--- src/sv/svbe_pkg.sv ---
// Shared types and constants for the sparse voxel brick expander.
`timescale 1ns / 1ps
`default_nettype none

package svbe_pkg;

  localparam int INDEX_W    = 24;  // brick_index and start_offset field width
  localparam int MASK_W     = 64;  // voxels in one 4x4x4 brick
  localparam int BIT_W      = 6;   // local voxel number width
  localparam int GRID_W     = 13;
  localparam int OFFSET_W   = 21;
  localparam int SLEN_W     = 25;
  localparam int COORD_W    = 28;
  localparam int DATA_W     = 24;
  localparam int CFG_IDX_W  = 3;
  localparam int CFG_DATA_W = 25;

  localparam logic [DATA_W-1:0] DATA_MAX = 24'hFF_FFFF;

  typedef enum logic [CFG_IDX_W-1:0] {
    REG_GRID_X   = 3'd0,
    REG_GRID_Y   = 3'd1,
    REG_OFFSET_X = 3'd2,
    REG_OFFSET_Y = 3'd3,
    REG_OFFSET_Z = 3'd4,
    REG_STREAM   = 3'd5
  } cfg_reg_t;

  // Configuration as seen by the datapath; grid sizes already mapped 0 -> 1.
  typedef struct packed {
    logic        [GRID_W-1:0]   gx;
    logic        [GRID_W-1:0]   gy;
    logic signed [OFFSET_W-1:0] ox;
    logic signed [OFFSET_W-1:0] oy;
    logic signed [OFFSET_W-1:0] oz;
    logic        [SLEN_W-1:0]   slen;
  } cfg_t;

  typedef enum logic [2:0] {
    ST_IDLE,
    ST_START,
    ST_DIV_X,
    ST_DIV_Y,
    ST_BASE,
    ST_SCAN
  } state_t;

  typedef struct packed {
    logic load;        // capture input item
    logic div_start;   // launch a division
    logic div_sel;     // 0: index / gx, 1: quotient / gy
    logic latch_x;     // keep remainder as brick x
    logic latch_yz;    // keep remainder as brick y, quotient as brick z
    logic base_load;   // form world base coordinates
    logic step;        // advance scan by one mask bit
  } dp_cmd_t;

  typedef struct packed {
    logic div_done;
    logic mask_empty;
    logic bit_set;
    logic out_free;
    logic trunc;
  } dp_stat_t;

endpackage

`default_nettype wire

--- src/sv/svbe_in_if.sv ---
// Input channel carrying one sparse brick record per item.
`timescale 1ns / 1ps
`default_nettype none

interface svbe_in_if;
  logic                             valid;
  logic                             ready;
  logic [svbe_pkg::INDEX_W-1:0]     brick_index;
  logic [svbe_pkg::MASK_W-1:0]      occupancy_mask;
  logic [svbe_pkg::INDEX_W-1:0]     start_offset;

  modport source (output valid, output brick_index, output occupancy_mask,
                  output start_offset, input ready);
  modport sink   (input valid, input brick_index, input occupancy_mask,
                  input start_offset, output ready);
endinterface

`default_nettype wire

--- src/sv/svbe_out_if.sv ---
// Result channel carrying one expanded voxel per item.
`timescale 1ns / 1ps
`default_nettype none

interface svbe_out_if;
  logic                                valid;
  logic                                ready;
  logic signed [svbe_pkg::COORD_W-1:0] voxel_x;
  logic signed [svbe_pkg::COORD_W-1:0] voxel_y;
  logic signed [svbe_pkg::COORD_W-1:0] voxel_z;
  logic        [svbe_pkg::DATA_W-1:0]  data_index;
  logic                                last;
  logic                                truncated;

  modport source (output valid, output voxel_x, output voxel_y, output voxel_z,
                  output data_index, output last, output truncated, input ready);
  modport sink   (input valid, input voxel_x, input voxel_y, input voxel_z,
                  input data_index, input last, input truncated, output ready);
endinterface

`default_nettype wire

--- src/sv/svbe_cfg_if.sv ---
// Configuration write channel: register index and write data.
`timescale 1ns / 1ps
`default_nettype none

interface svbe_cfg_if;
  logic                               valid;
  logic                               ready;
  logic [svbe_pkg::CFG_IDX_W-1:0]     index;
  logic [svbe_pkg::CFG_DATA_W-1:0]    data;

  modport source (output valid, output index, output data, input ready);
  modport sink   (input valid, input index, input data, output ready);
endinterface

`default_nettype wire

--- src/sv/svbe_div.sv ---
// Restoring divider, one quotient bit per cycle.
`timescale 1ns / 1ps
`default_nettype none

module svbe_div #(
  parameter int DIVIDEND_W = 24,
  parameter int DIVISOR_W  = 13
) (
  input  wire logic                  clk,
  input  wire logic                  rst_n,
  input  wire logic                  start,
  input  wire logic [DIVIDEND_W-1:0] dividend,
  input  wire logic [DIVISOR_W-1:0]  divisor,
  output logic                       done,
  output logic [DIVIDEND_W-1:0]      quotient,
  output logic [DIVISOR_W-1:0]       remainder
);

  localparam int CNT_W = $clog2(DIVIDEND_W + 1);

  logic                  busy_r;
  logic                  done_r;
  logic [CNT_W-1:0]      cnt_r;
  logic [DIVIDEND_W-1:0] quo_r;
  logic [DIVISOR_W-1:0]  rem_r;
  logic [DIVISOR_W-1:0]  dvs_r;

  logic [DIVISOR_W:0]    trial;
  logic [DIVISOR_W:0]    diff;
  logic                  ge;
  logic [DIVISOR_W-1:0]  rem_nxt;

  always_comb begin
    trial   = {rem_r, quo_r[DIVIDEND_W-1]};
    ge      = (trial >= {1'b0, dvs_r});
    diff    = trial - {1'b0, dvs_r};
    rem_nxt = ge ? diff[DIVISOR_W-1:0] : trial[DIVISOR_W-1:0];
  end

  always_ff @(posedge clk) begin
    if (!rst_n) begin
      busy_r <= 1'b0;
      done_r <= 1'b0;
      cnt_r  <= '0;
    end else begin
      done_r <= 1'b0;
      if (start) begin
        busy_r <= 1'b1;
        cnt_r  <= CNT_W'(DIVIDEND_W);
      end else if (busy_r) begin
        cnt_r <= cnt_r - CNT_W'(1);
        if (cnt_r == CNT_W'(1)) begin
          busy_r <= 1'b0;
          done_r <= 1'b1;
        end
      end
    end
  end

  // Dividend shifts out of the top while quotient bits shift in at the bottom.
  always_ff @(posedge clk) begin
    if (start) begin
      quo_r <= dividend;
      rem_r <= '0;
      dvs_r <= divisor;
    end else if (busy_r) begin
      quo_r <= {quo_r[DIVIDEND_W-2:0], ge};
      rem_r <= rem_nxt;
    end
  end

  assign done      = done_r;
  assign quotient  = quo_r;
  assign remainder = rem_r;

endmodule

`default_nettype wire

--- src/sv/svbe_cfg.sv ---
// Configuration register file with grid size normalization.
`timescale 1ns / 1ps
`default_nettype none

module svbe_cfg (
  input  wire logic       clk,
  input  wire logic       rst_n,
  svbe_cfg_if.sink        cfg_ch,
  output svbe_pkg::cfg_t  cfg
);

  logic        [svbe_pkg::GRID_W-1:0]   gx_r;
  logic        [svbe_pkg::GRID_W-1:0]   gy_r;
  logic signed [svbe_pkg::OFFSET_W-1:0] ox_r;
  logic signed [svbe_pkg::OFFSET_W-1:0] oy_r;
  logic signed [svbe_pkg::OFFSET_W-1:0] oz_r;
  logic        [svbe_pkg::SLEN_W-1:0]   slen_r;

  // Hold off writes while reset is applied.
  assign cfg_ch.ready = rst_n;

  always_ff @(posedge clk) begin
    if (!rst_n) begin
      gx_r   <= svbe_pkg::GRID_W'(1);
      gy_r   <= svbe_pkg::GRID_W'(1);
      ox_r   <= '0;
      oy_r   <= '0;
      oz_r   <= '0;
      slen_r <= '0;
    end else if (cfg_ch.valid) begin
      unique case (svbe_pkg::cfg_reg_t'(cfg_ch.index))
        svbe_pkg::REG_GRID_X:   gx_r   <= cfg_ch.data[svbe_pkg::GRID_W-1:0];
        svbe_pkg::REG_GRID_Y:   gy_r   <= cfg_ch.data[svbe_pkg::GRID_W-1:0];
        svbe_pkg::REG_OFFSET_X: ox_r   <= cfg_ch.data[svbe_pkg::OFFSET_W-1:0];
        svbe_pkg::REG_OFFSET_Y: oy_r   <= cfg_ch.data[svbe_pkg::OFFSET_W-1:0];
        svbe_pkg::REG_OFFSET_Z: oz_r   <= cfg_ch.data[svbe_pkg::OFFSET_W-1:0];
        svbe_pkg::REG_STREAM:   slen_r <= cfg_ch.data[svbe_pkg::SLEN_W-1:0];
        default: ;  // drop writes to unknown registers
      endcase
    end
  end

  // A zero grid size counts as one brick.
  always_comb begin
    cfg.gx   = (gx_r == '0) ? svbe_pkg::GRID_W'(1) : gx_r;
    cfg.gy   = (gy_r == '0) ? svbe_pkg::GRID_W'(1) : gy_r;
    cfg.ox   = ox_r;
    cfg.oy   = oy_r;
    cfg.oz   = oz_r;
    cfg.slen = slen_r;
  end

endmodule

`default_nettype wire

--- src/sv/svbe_ctrl.sv ---
// Controller state machine sequencing division, base setup and mask scan.
`timescale 1ns / 1ps
`default_nettype none

module svbe_ctrl (
  input  wire logic                clk,
  input  wire logic                rst_n,
  input  wire logic                in_valid,
  output logic                     in_ready,
  input  wire svbe_pkg::dp_stat_t  stat,
  output svbe_pkg::dp_cmd_t        cmd
);

  svbe_pkg::state_t state_r;
  svbe_pkg::state_t state_nxt;

  always_ff @(posedge clk) begin
    if (!rst_n) begin
      state_r <= svbe_pkg::ST_IDLE;
    end else begin
      state_r <= state_nxt;
    end
  end

  always_comb begin
    state_nxt = state_r;
    cmd       = '0;
    in_ready  = 1'b0;
    unique case (state_r)
      svbe_pkg::ST_IDLE: begin
        in_ready = rst_n;
        if (in_valid && in_ready) begin
          cmd.load  = 1'b1;
          state_nxt = svbe_pkg::ST_START;
        end
      end
      svbe_pkg::ST_START: begin
        cmd.div_start = 1'b1;
        state_nxt     = svbe_pkg::ST_DIV_X;
      end
      svbe_pkg::ST_DIV_X: begin
        if (stat.div_done) begin
          cmd.latch_x   = 1'b1;
          cmd.div_start = 1'b1;
          cmd.div_sel   = 1'b1;
          state_nxt     = svbe_pkg::ST_DIV_Y;
        end
      end
      svbe_pkg::ST_DIV_Y: begin
        if (stat.div_done) begin
          cmd.latch_yz = 1'b1;
          state_nxt    = svbe_pkg::ST_BASE;
        end
      end
      svbe_pkg::ST_BASE: begin
        cmd.base_load = 1'b1;
        state_nxt     = svbe_pkg::ST_SCAN;
      end
      svbe_pkg::ST_SCAN: begin
        priority if (stat.mask_empty) begin
          state_nxt = svbe_pkg::ST_IDLE;
        end else if (!stat.bit_set) begin
          cmd.step = 1'b1;
        end else if (stat.out_free) begin
          // a truncated item ends the run
          cmd.step = 1'b1;
          if (stat.trunc) begin
            state_nxt = svbe_pkg::ST_IDLE;
          end
        end else begin
          // hold on this bit until the output register frees up
          cmd.step = 1'b0;
        end
      end
      default: state_nxt = svbe_pkg::ST_IDLE;
    endcase
  end

endmodule

`default_nettype wire

--- src/sv/svbe_dp.sv ---
// Datapath: brick index split, base coordinates, mask scan and output register.
`timescale 1ns / 1ps
`default_nettype none

module svbe_dp #(
  parameter int INDEX_BITS = 24
) (
  input  wire logic                                clk,
  input  wire logic                                rst_n,
  input  wire svbe_pkg::cfg_t                      cfg,
  input  wire svbe_pkg::dp_cmd_t                   cmd,
  output svbe_pkg::dp_stat_t                       stat,
  input  wire logic [svbe_pkg::INDEX_W-1:0]        brick_index,
  input  wire logic [svbe_pkg::MASK_W-1:0]         occupancy_mask,
  input  wire logic [svbe_pkg::INDEX_W-1:0]        start_offset,
  svbe_out_if.source                               out_ch
);

  localparam int CW = svbe_pkg::COORD_W;
  localparam int GW = svbe_pkg::GRID_W;
  localparam int SW = svbe_pkg::SLEN_W;
  localparam int DW = svbe_pkg::DATA_W;
  localparam int MW = svbe_pkg::MASK_W;
  localparam int BW = svbe_pkg::BIT_W;

  logic [INDEX_BITS-1:0] idx_r;
  logic [MW-1:0]         mask_r;
  logic [SW-1:0]         data_r;
  logic [BW-1:0]         bit_r;
  logic [GW-1:0]         bx_r;
  logic [GW-1:0]         by_r;
  logic [INDEX_BITS-1:0] bz_r;
  logic [CW-1:0]         base_x_r;
  logic [CW-1:0]         base_y_r;
  logic [CW-1:0]         base_z_r;

  logic                  out_valid_r;
  logic [CW-1:0]         out_x_r;
  logic [CW-1:0]         out_y_r;
  logic [CW-1:0]         out_z_r;
  logic [DW-1:0]         out_data_r;
  logic                  out_last_r;
  logic                  out_trunc_r;

  logic [INDEX_BITS-1:0] div_dividend;
  logic [GW-1:0]         div_divisor;
  logic                  div_done;
  logic [INDEX_BITS-1:0] div_quo;
  logic [GW-1:0]         div_rem;

  logic                  emit;
  logic                  trunc;
  logic                  out_free;
  logic [DW-1:0]         sat_data;

  assign div_dividend = cmd.div_sel ? div_quo : idx_r;
  assign div_divisor  = cmd.div_sel ? cfg.gy  : cfg.gx;

  // x = i mod gx, then y and z from (i / gx) divided by gy
  svbe_div #(
    .DIVIDEND_W (INDEX_BITS),
    .DIVISOR_W  (GW)
  ) u_div (
    .clk       (clk),
    .rst_n     (rst_n),
    .start     (cmd.div_start),
    .dividend  (div_dividend),
    .divisor   (div_divisor),
    .done      (div_done),
    .quotient  (div_quo),
    .remainder (div_rem)
  );

  assign trunc    = (data_r >= cfg.slen);
  assign out_free = !out_valid_r || out_ch.ready;
  assign emit     = cmd.step && mask_r[0];
  assign sat_data = (data_r > SW'(svbe_pkg::DATA_MAX)) ? svbe_pkg::DATA_MAX : data_r[DW-1:0];

  always_comb begin
    stat.div_done   = div_done;
    stat.mask_empty = (mask_r == '0);
    stat.bit_set    = mask_r[0];
    stat.out_free   = out_free;
    stat.trunc      = trunc;
  end

  always_ff @(posedge clk) begin
    if (cmd.load) begin
      idx_r  <= brick_index[INDEX_BITS-1:0];
      mask_r <= occupancy_mask;
      data_r <= SW'(start_offset);
      bit_r  <= '0;
    end else if (cmd.step) begin
      mask_r <= {1'b0, mask_r[MW-1:1]};
      bit_r  <= bit_r + BW'(1);
      if (mask_r[0]) begin
        data_r <= data_r + SW'(1);
      end
    end
    if (cmd.latch_x) begin
      bx_r <= div_rem;
    end
    if (cmd.latch_yz) begin
      by_r <= div_rem;
      bz_r <= div_quo;
    end
    if (cmd.base_load) begin
      base_x_r <= CW'({bx_r, 2'b00}) + CW'(cfg.ox);
      base_y_r <= CW'({by_r, 2'b00}) + CW'(cfg.oy);
      base_z_r <= CW'({bz_r, 2'b00}) + CW'(cfg.oz);
    end
  end

  always_ff @(posedge clk) begin
    if (!rst_n) begin
      out_valid_r <= 1'b0;
    end else if (emit) begin
      out_valid_r <= 1'b1;
    end else if (out_ch.ready) begin
      out_valid_r <= 1'b0;
    end
  end

  always_ff @(posedge clk) begin
    if (emit) begin
      if (trunc) begin
        out_x_r     <= '0;
        out_y_r     <= '0;
        out_z_r     <= '0;
        out_data_r  <= sat_data;
        out_last_r  <= 1'b1;
        out_trunc_r <= 1'b1;
      end else begin
        out_x_r     <= base_x_r + CW'(bit_r[1:0]);
        out_y_r     <= base_y_r + CW'(bit_r[3:2]);
        out_z_r     <= base_z_r + CW'(bit_r[5:4]);
        out_data_r  <= data_r[DW-1:0];
        out_last_r  <= (mask_r[MW-1:1] == '0);
        out_trunc_r <= 1'b0;
      end
    end
  end

  assign out_ch.valid      = out_valid_r;
  assign out_ch.voxel_x    = out_x_r;
  assign out_ch.voxel_y    = out_y_r;
  assign out_ch.voxel_z    = out_z_r;
  assign out_ch.data_index = out_data_r;
  assign out_ch.last       = out_last_r;
  assign out_ch.truncated  = out_trunc_r;

endmodule

`default_nettype wire

--- src/sv/sparse_voxel_brick_expand.sv ---
// Top level of the sparse voxel brick expander.
//
// in_ch takes one brick record: linear brick index, 64-bit occupancy mask and
// the start offset of the brick's packed voxel words. out_ch gives one item per
// set mask bit, lowest bit first, with world voxel x/y/z, data index and a last
// flag on the final item of the run. A data index at or past the stream length
// gives one item with truncated and last set, and the run stops there.
// cfg_ch writes grid size, region offsets and stream length; the user must
// write them only while idle, as the block itself does not enforce this.
// The brick index is split by one shared restoring divider run twice, then
// base coordinates are formed and the scan steps through the mask bits up to
// the highest set bit, then returns to idle, where the next record is taken.
// Each result sits in an output register; while out_ch stalls, the scan holds
// on the next set bit.
// Reset restores grid 1x1, zero offsets and zero stream length, and empties
// the output register; in_ch and cfg_ch stay not ready while reset is held.
`timescale 1ns / 1ps
`default_nettype none

module sparse_voxel_brick_expand #(
  parameter int INDEX_BITS = 24
) (
  input  wire logic    clk,
  input  wire logic    rst_n,
  svbe_in_if.sink      in_ch,
  svbe_out_if.source   out_ch,
  svbe_cfg_if.sink     cfg_ch
);

  svbe_pkg::cfg_t     cfg;
  svbe_pkg::dp_cmd_t  cmd;
  svbe_pkg::dp_stat_t stat;
  logic               in_ready;

  assign in_ch.ready = in_ready;

  svbe_cfg u_cfg (
    .clk    (clk),
    .rst_n  (rst_n),
    .cfg_ch (cfg_ch),
    .cfg    (cfg)
  );

  svbe_ctrl u_ctrl (
    .clk      (clk),
    .rst_n    (rst_n),
    .in_valid (in_ch.valid),
    .in_ready (in_ready),
    .stat     (stat),
    .cmd      (cmd)
  );

  svbe_dp #(
    .INDEX_BITS (INDEX_BITS)
  ) u_dp (
    .clk            (clk),
    .rst_n          (rst_n),
    .cfg            (cfg),
    .cmd            (cmd),
    .stat           (stat),
    .brick_index    (in_ch.brick_index),
    .occupancy_mask (in_ch.occupancy_mask),
    .start_offset   (in_ch.start_offset),
    .out_ch         (out_ch)
  );

endmodule

`default_nettype wire
--- src/flat_wrapper.sv ---
// flat-port wrapper written by rule: the top's interface ports become plain ports
module sparse_voxel_brick_expand_flat 
#(
  parameter int INDEX_BITS = 24
)
  (clk, rst_n, in_ch_valid, in_ch_brick_index, in_ch_occupancy_mask, in_ch_start_offset, in_ch_ready, out_ch_valid, out_ch_voxel_x, out_ch_voxel_y, out_ch_voxel_z, out_ch_data_index, out_ch_last, out_ch_truncated, out_ch_ready, cfg_ch_valid, cfg_ch_index, cfg_ch_data, cfg_ch_ready);
  svbe_in_if in_ch_i ();
  svbe_out_if out_ch_i ();
  svbe_cfg_if cfg_ch_i ();
  input  wire logic clk;
  input  wire logic rst_n;
  input wire logic [$bits(in_ch_i.valid)-1:0] in_ch_valid;
  input wire logic [$bits(in_ch_i.brick_index)-1:0] in_ch_brick_index;
  input wire logic [$bits(in_ch_i.occupancy_mask)-1:0] in_ch_occupancy_mask;
  input wire logic [$bits(in_ch_i.start_offset)-1:0] in_ch_start_offset;
  output wire logic [$bits(in_ch_i.ready)-1:0] in_ch_ready;
  output wire logic [$bits(out_ch_i.valid)-1:0] out_ch_valid;
  output wire logic [$bits(out_ch_i.voxel_x)-1:0] out_ch_voxel_x;
  output wire logic [$bits(out_ch_i.voxel_y)-1:0] out_ch_voxel_y;
  output wire logic [$bits(out_ch_i.voxel_z)-1:0] out_ch_voxel_z;
  output wire logic [$bits(out_ch_i.data_index)-1:0] out_ch_data_index;
  output wire logic [$bits(out_ch_i.last)-1:0] out_ch_last;
  output wire logic [$bits(out_ch_i.truncated)-1:0] out_ch_truncated;
  input wire logic [$bits(out_ch_i.ready)-1:0] out_ch_ready;
  input wire logic [$bits(cfg_ch_i.valid)-1:0] cfg_ch_valid;
  input wire logic [$bits(cfg_ch_i.index)-1:0] cfg_ch_index;
  input wire logic [$bits(cfg_ch_i.data)-1:0] cfg_ch_data;
  output wire logic [$bits(cfg_ch_i.ready)-1:0] cfg_ch_ready;
  assign in_ch_i.valid = in_ch_valid;
  assign in_ch_i.brick_index = in_ch_brick_index;
  assign in_ch_i.occupancy_mask = in_ch_occupancy_mask;
  assign in_ch_i.start_offset = in_ch_start_offset;
  assign in_ch_ready = in_ch_i.ready;
  assign out_ch_valid = out_ch_i.valid;
  assign out_ch_voxel_x = out_ch_i.voxel_x;
  assign out_ch_voxel_y = out_ch_i.voxel_y;
  assign out_ch_voxel_z = out_ch_i.voxel_z;
  assign out_ch_data_index = out_ch_i.data_index;
  assign out_ch_last = out_ch_i.last;
  assign out_ch_truncated = out_ch_i.truncated;
  assign out_ch_i.ready = out_ch_ready;
  assign cfg_ch_i.valid = cfg_ch_valid;
  assign cfg_ch_i.index = cfg_ch_index;
  assign cfg_ch_i.data = cfg_ch_data;
  assign cfg_ch_ready = cfg_ch_i.ready;
  sparse_voxel_brick_expand #(.INDEX_BITS(INDEX_BITS)) u_core (.clk(clk), .rst_n(rst_n), .in_ch(in_ch_i), .out_ch(out_ch_i), .cfg_ch(cfg_ch_i));
endmodule
--- config.mk ---
export PLATFORM = sky130hd
export DESIGN_NAME = sparse_voxel_brick_expand_flat
export DESIGN_NICKNAME = d
export VERILOG_FILES = /design/src/sv/svbe_pkg.sv /design/src/sv/svbe_in_if.sv /design/src/sv/svbe_out_if.sv /design/src/sv/svbe_cfg_if.sv /design/src/sv/svbe_div.sv /design/src/sv/svbe_cfg.sv /design/src/sv/svbe_ctrl.sv /design/src/sv/svbe_dp.sv /design/src/sv/sparse_voxel_brick_expand.sv /design/src/flat_wrapper.sv
export SDC_FILE = /design/constraint.sdc
export NUM_CORES = 1
export LEC_CHECK = 0
export BUFFER_PORTS_ARGS = -buffer_cell sky130_fd_sc_hd__buf_2
export CAP_MARGIN = 0
export CELL_PAD_IN_SITES_DETAIL_PLACEMENT = 0
export CELL_PAD_IN_SITES_GLOBAL_PLACEMENT = 2
export CORE_MARGIN = 5
export CORE_UTILIZATION = 35
export CTS_CLUSTER_SIZE = 8
export DETAILED_ROUTE_END_ITERATION = 12
export PLACE_DENSITY = 0.84
export SETUP_SLACK_MARGIN = 0.5
export SLEW_MARGIN = 20
export SYNTH_ARGS = -nofsm -noshare
export SYNTH_HDL_FRONTEND = slang
export SYNTH_SLANG_ARGS = --single-unit
--- constraint.sdc ---
create_clock -name clk -period 3.75 [get_ports clk]
set_input_delay 0.75 -clock clk [delete_from_list [all_inputs] [get_ports clk]]
set_output_delay 0.75 -clock clk [all_outputs]
set_load 0.005 [all_outputs]
==> summary.txt <==
Synth
  • Simple-gate share of the synthesized area: 17.2%
  • Avg Cell Area, Syn: 10.8 um2
  • Largest family of logic cells by synthesized area: simple AND/OR/NAND/NOR gates
  • Post-synth EDFFs: 381
  • Top post-synthesis cells by area: edfxtp_1, dfxtp_1, nand2_1, ha_1, a21boi_0
  • Count of different cell masters after synthesis: 80
  • Netlist Area Pre-Place: 24800 um2
  • YS warnings: 0
  • Syn_nets: 2554
  • Xor-xnor portion of the synthesized cell area: 5.15%
  • Register area share after synthesis: 57.8%
  • Yosys reg bits: 526
  • Area fraction in compound gates after synthesis: 9.52%
  • Top-area cell type share of the netlist area: 46.1%
  • Adder-Cell Fraction of Synth Area: 5.55%
  • Post-Syn Instances: 2303
  • Async set or reset register ratio after synthesis: 0%
  • Most area-hungry cell type in the Yosys netlist: edfxtp_1
  • Post-synthesis mux area share: 1.86%
  • Ys flop type: edfxtp_1

Detailed routing
  • Post-route DRC: 0
  • Routed WL: 63200 um
  • Post-DRT Antenna Nets: 0
  • Via-to-Cell Ratio: 4.89
  • TritonRoute pass-1 iters: 5
  • Drt first-iter violations: 1144
  • WL/cell: 17.6 um
  • DR vias: 17.5k

Cells and area
  • Fraction of layout cells with a size suffix above 1: 16.3%
  • Area Overhead vs Synth: 18.3%
  • Non-Filler Instances: 3583
  • Nets: 2830
  • Post-route cell area: 29400 um2
  • Final core occ: 41.9%
  • Filler cell count: 6826

STA
  • Period utilisation layout: 82.1%
  • Fmax: 0.325 GHz
  • Worst Skew: 0.0256 ns
  • Max_slew headroom: 28.8%
  • Post-route minimum period: 3.08 ns
  • Final Hold Viols: 0
  • Actual slew at the worst max-slew pin: 1.07 ns
  • Max-slew violation count: 0
  • Final setup vio count: 0
  • Unrepaired setup endpoints after global routing: no
  • Setup TNS: 0 ns

Clock tree
  • CTS buffer count: 75
  • Clock Latency Late Sink: 0.61 ns
  • Number of gates resized after cts: 0
  • Clock buffer depth: 3
  • Num Clock Sinks: 526
  • CTS tree: done
  • Max H-tree Level: 3
  • Clock root buffer: clkbuf_16
  • Reg clk slew, reported paths: 0.05 ns
  • Number of buffers added for setup after CTS: 0
  • Cts hold-fix bufs: 0

Global routing
  • First-pass GRT wire length: 99000 um
  • Tot GR Track Use: 16.1%
  • Overflow after GRT: 0
  • Number of global-route vias before repair: 17.8k
  • Antenna violations before repair: 8
  • Largest net degree at the start of global routing: 87

Pwr
  • Sw frac: 25.2%
  • Overall power: 14.9 mW
  • Internal: 11.1 mW
  • Leakage Power: 11.0 nW
  • Clk network pwr share: 42.5%
  • Seq pwr share: 46.1%
  • Net Switching: 3.76 mW
  • Worst VDD drop: 274 uV
  • Cell Pwr Density: 507 nW/um2
  • Combinational power share: 11.5%

Placed design
  • GP Congestion: 0.853
  • Port Buffers: 257
  • HPWL after DPL: 44900 um
  • Placed Instance Area: 27200 um2
  • DP Cell Count: 3442

Critical path
  • Crit path largest cell delay: 0.50 ns
  • Crit path max fanout: 86
  • Worst Path Required: 4.15 ns
  • Crit path max-delay cell type: o31ai_1
  • Arr. time, crit path: 3.48 ns
  • CP bufs+invs: 3
  • Critical path class: reg -> reg
  • CP cell instances: inv_1 -> ha_1 -> nand2b_1 -> a21o_1 -> a211oi_1 -> o31a_1 -> nor4_1 -> o31ai_1 -> inv_2 -> buf_12 -> a311oi_1
  • Startpoint Class: flip-flop
  • CP Capture Type: flip-flop
  • Dominant delay contributor by cell family on the critical path: compound AO/OA/AOI/OAI gates

Min path
  • Hold Crit Class: in -> reg

Die
  • Die Height: 276 um
  • Core Area: 70100 um2
  • Rows: 97
  • Die Area: 76400 um2
  • Initial Util: 35.4%
  • Chip width: 276 um
  • # IOs: 258

Flow run
  • Max-cap violations: 0

Status
  • Outcome: completed
per-layer routing:
metal	vias to the layer above	global-route usage, %	wire length [um]
met4	4	6.08	1900
met5	-	0	24
met1	8316	21.4	28300
met3	113	3.15	3680
li1	8629	-	-
met2	450	26.4	29300
state kept, by name, summed over array words and instances (netlist names), 21 cells and up:
signal,count
u_core.u_cfg.oz_r,21
u_core.u_cfg.oy_r,21
u_core.u_dp.mask_r,64
u_core.u_dp.out_ch.voxel_y,28
u_core.u_dp.out_ch.data_index,24
u_core.u_dp.base_y_r,22
u_core.u_dp.out_ch.voxel_z,28
u_core.u_dp.out_ch.voxel_x,28
u_core.u_dp.base_x_r,22
u_core.u_dp.idx_r,24
u_core.u_dp.u_div.quotient,24
u_core.u_dp.data_r,25
u_core.u_cfg.slen_r,25
u_core.u_dp.bz_r,24
u_core.u_cfg.ox_r,21
u_core.u_dp.base_z_r,28
path summary, 6_finish.rpt:
kind	cells past startpoint	end	start	slack [ns]
min reg2reg	0	u_core.u_dp.base_z_r[0]	u_core.u_cfg.oz_r[0]	0.43
min	1	u_core.u_dp.idx_r[23]	in_ch_brick_index[23]	0.32
max	11	u_core.u_dp.out_ch.voxel_y[26]	u_core.u_dp.data_r[0]	0.67
max reg2reg	11	u_core.u_dp.out_ch.voxel_y[26]	u_core.u_dp.data_r[0]	0.67
stage by stage:
| step | hold slack [ns] | worst slack (ns) |
|---|---|---|
| floorplan | 0.408 | 0.632 |
| global route | 0.294 | 0.537 |
| global placement | 0.414 | 0.679 |
| detailed placement | 0.419 | 0.619 |
| finish | 0.318 | 0.670 |
| CTS | 0.274 | 0.598 |
synth_stat cells (8+ instances only):
cell,number
a211oi_1,17
dfxtp_1,145
nor3_1,27
buf_2,9
and3_1,22
nand2b_1,30
nor4_1,26
nand4_1,29
nand2_1,538
and4_1,8
a21o_1,21
a21boi_0,118
clkbuf_1,62
nor2_1,167
nor3b_1,9
o21a_1,17
edfxtp_1,381
mux2_2,34
a21oi_1,57
nor2b_1,22
o21ai_0,52
xor2_1,76
inv_1,94
nand3_1,42
mux2i_1,8
xnor2_1,70
ha_1,99
cell type report:
type                            count  area, um2  area share (%)
Clock inverter                      4       65.1           0.221
Antenna cell                        5       12.5          0.0426
Clock buffer                      132       2130            7.26
Inverter                           96        367            1.25
Timing Repair Buffer              279       1480            5.03
Multi-Input combinational cell   1601       9800            33.4
Tap cell                          940       1180            4.00
Sequential cell                   526      14300            48.8
cell families (layout without fill, tap and decap cells):
group,count (synthesis),count (layout)
compound gates,345,345
buf+inv,176,511
simple gates,962,962
other cells,0,5
fa+ha+maj,106,106
flops,526,526
xor+xnor,146,146
mux,42,42
worst register-to-register path: stages (launching register included):
cell,delay [ns]
edfxtp_1,0.45
inv_1,0.12
ha_1,0.23
nand2b_1,0.14
a21o_1,0.18
a211oi_1,0.22
o31a_1,0.20
nor4_1,0.06
o31ai_1,0.50
inv_2,0.14
buf_12,0.21
a311oi_1,0.44
power groups by stage:
stage	Clock, mW	Sequential (mW)	Combinational (mW)
6_report	6.33	6.86	1.71
5_1_grt	6.76	6.88	1.91
4_1_cts	6.50	6.85	1.71
3_5_place_dp	0	6.97	1.69
3_3_place_gp	0	6.96	1.66
2_1_floorplan	0	6.83	1.28
cell usage in the layout (no fill, tap or decap), drive strengths merged, types with 21 or more instances in the layout:
cell type	n
o21ai	58
xnor2	70
a21oi	58
ha	99
nor2b	23
a21boi	118
clkbuf	132
nand4	29
inv	95
nand3	43
and3	23
nor2	167
a21o	21
nand2b	35
nor3	27
xor2	76
mux2	34
nand2	538
edfxtp	381
nor4	27
buf	279
dfxtp	145
Note: power is estimated with default switching activity, not from simulation.
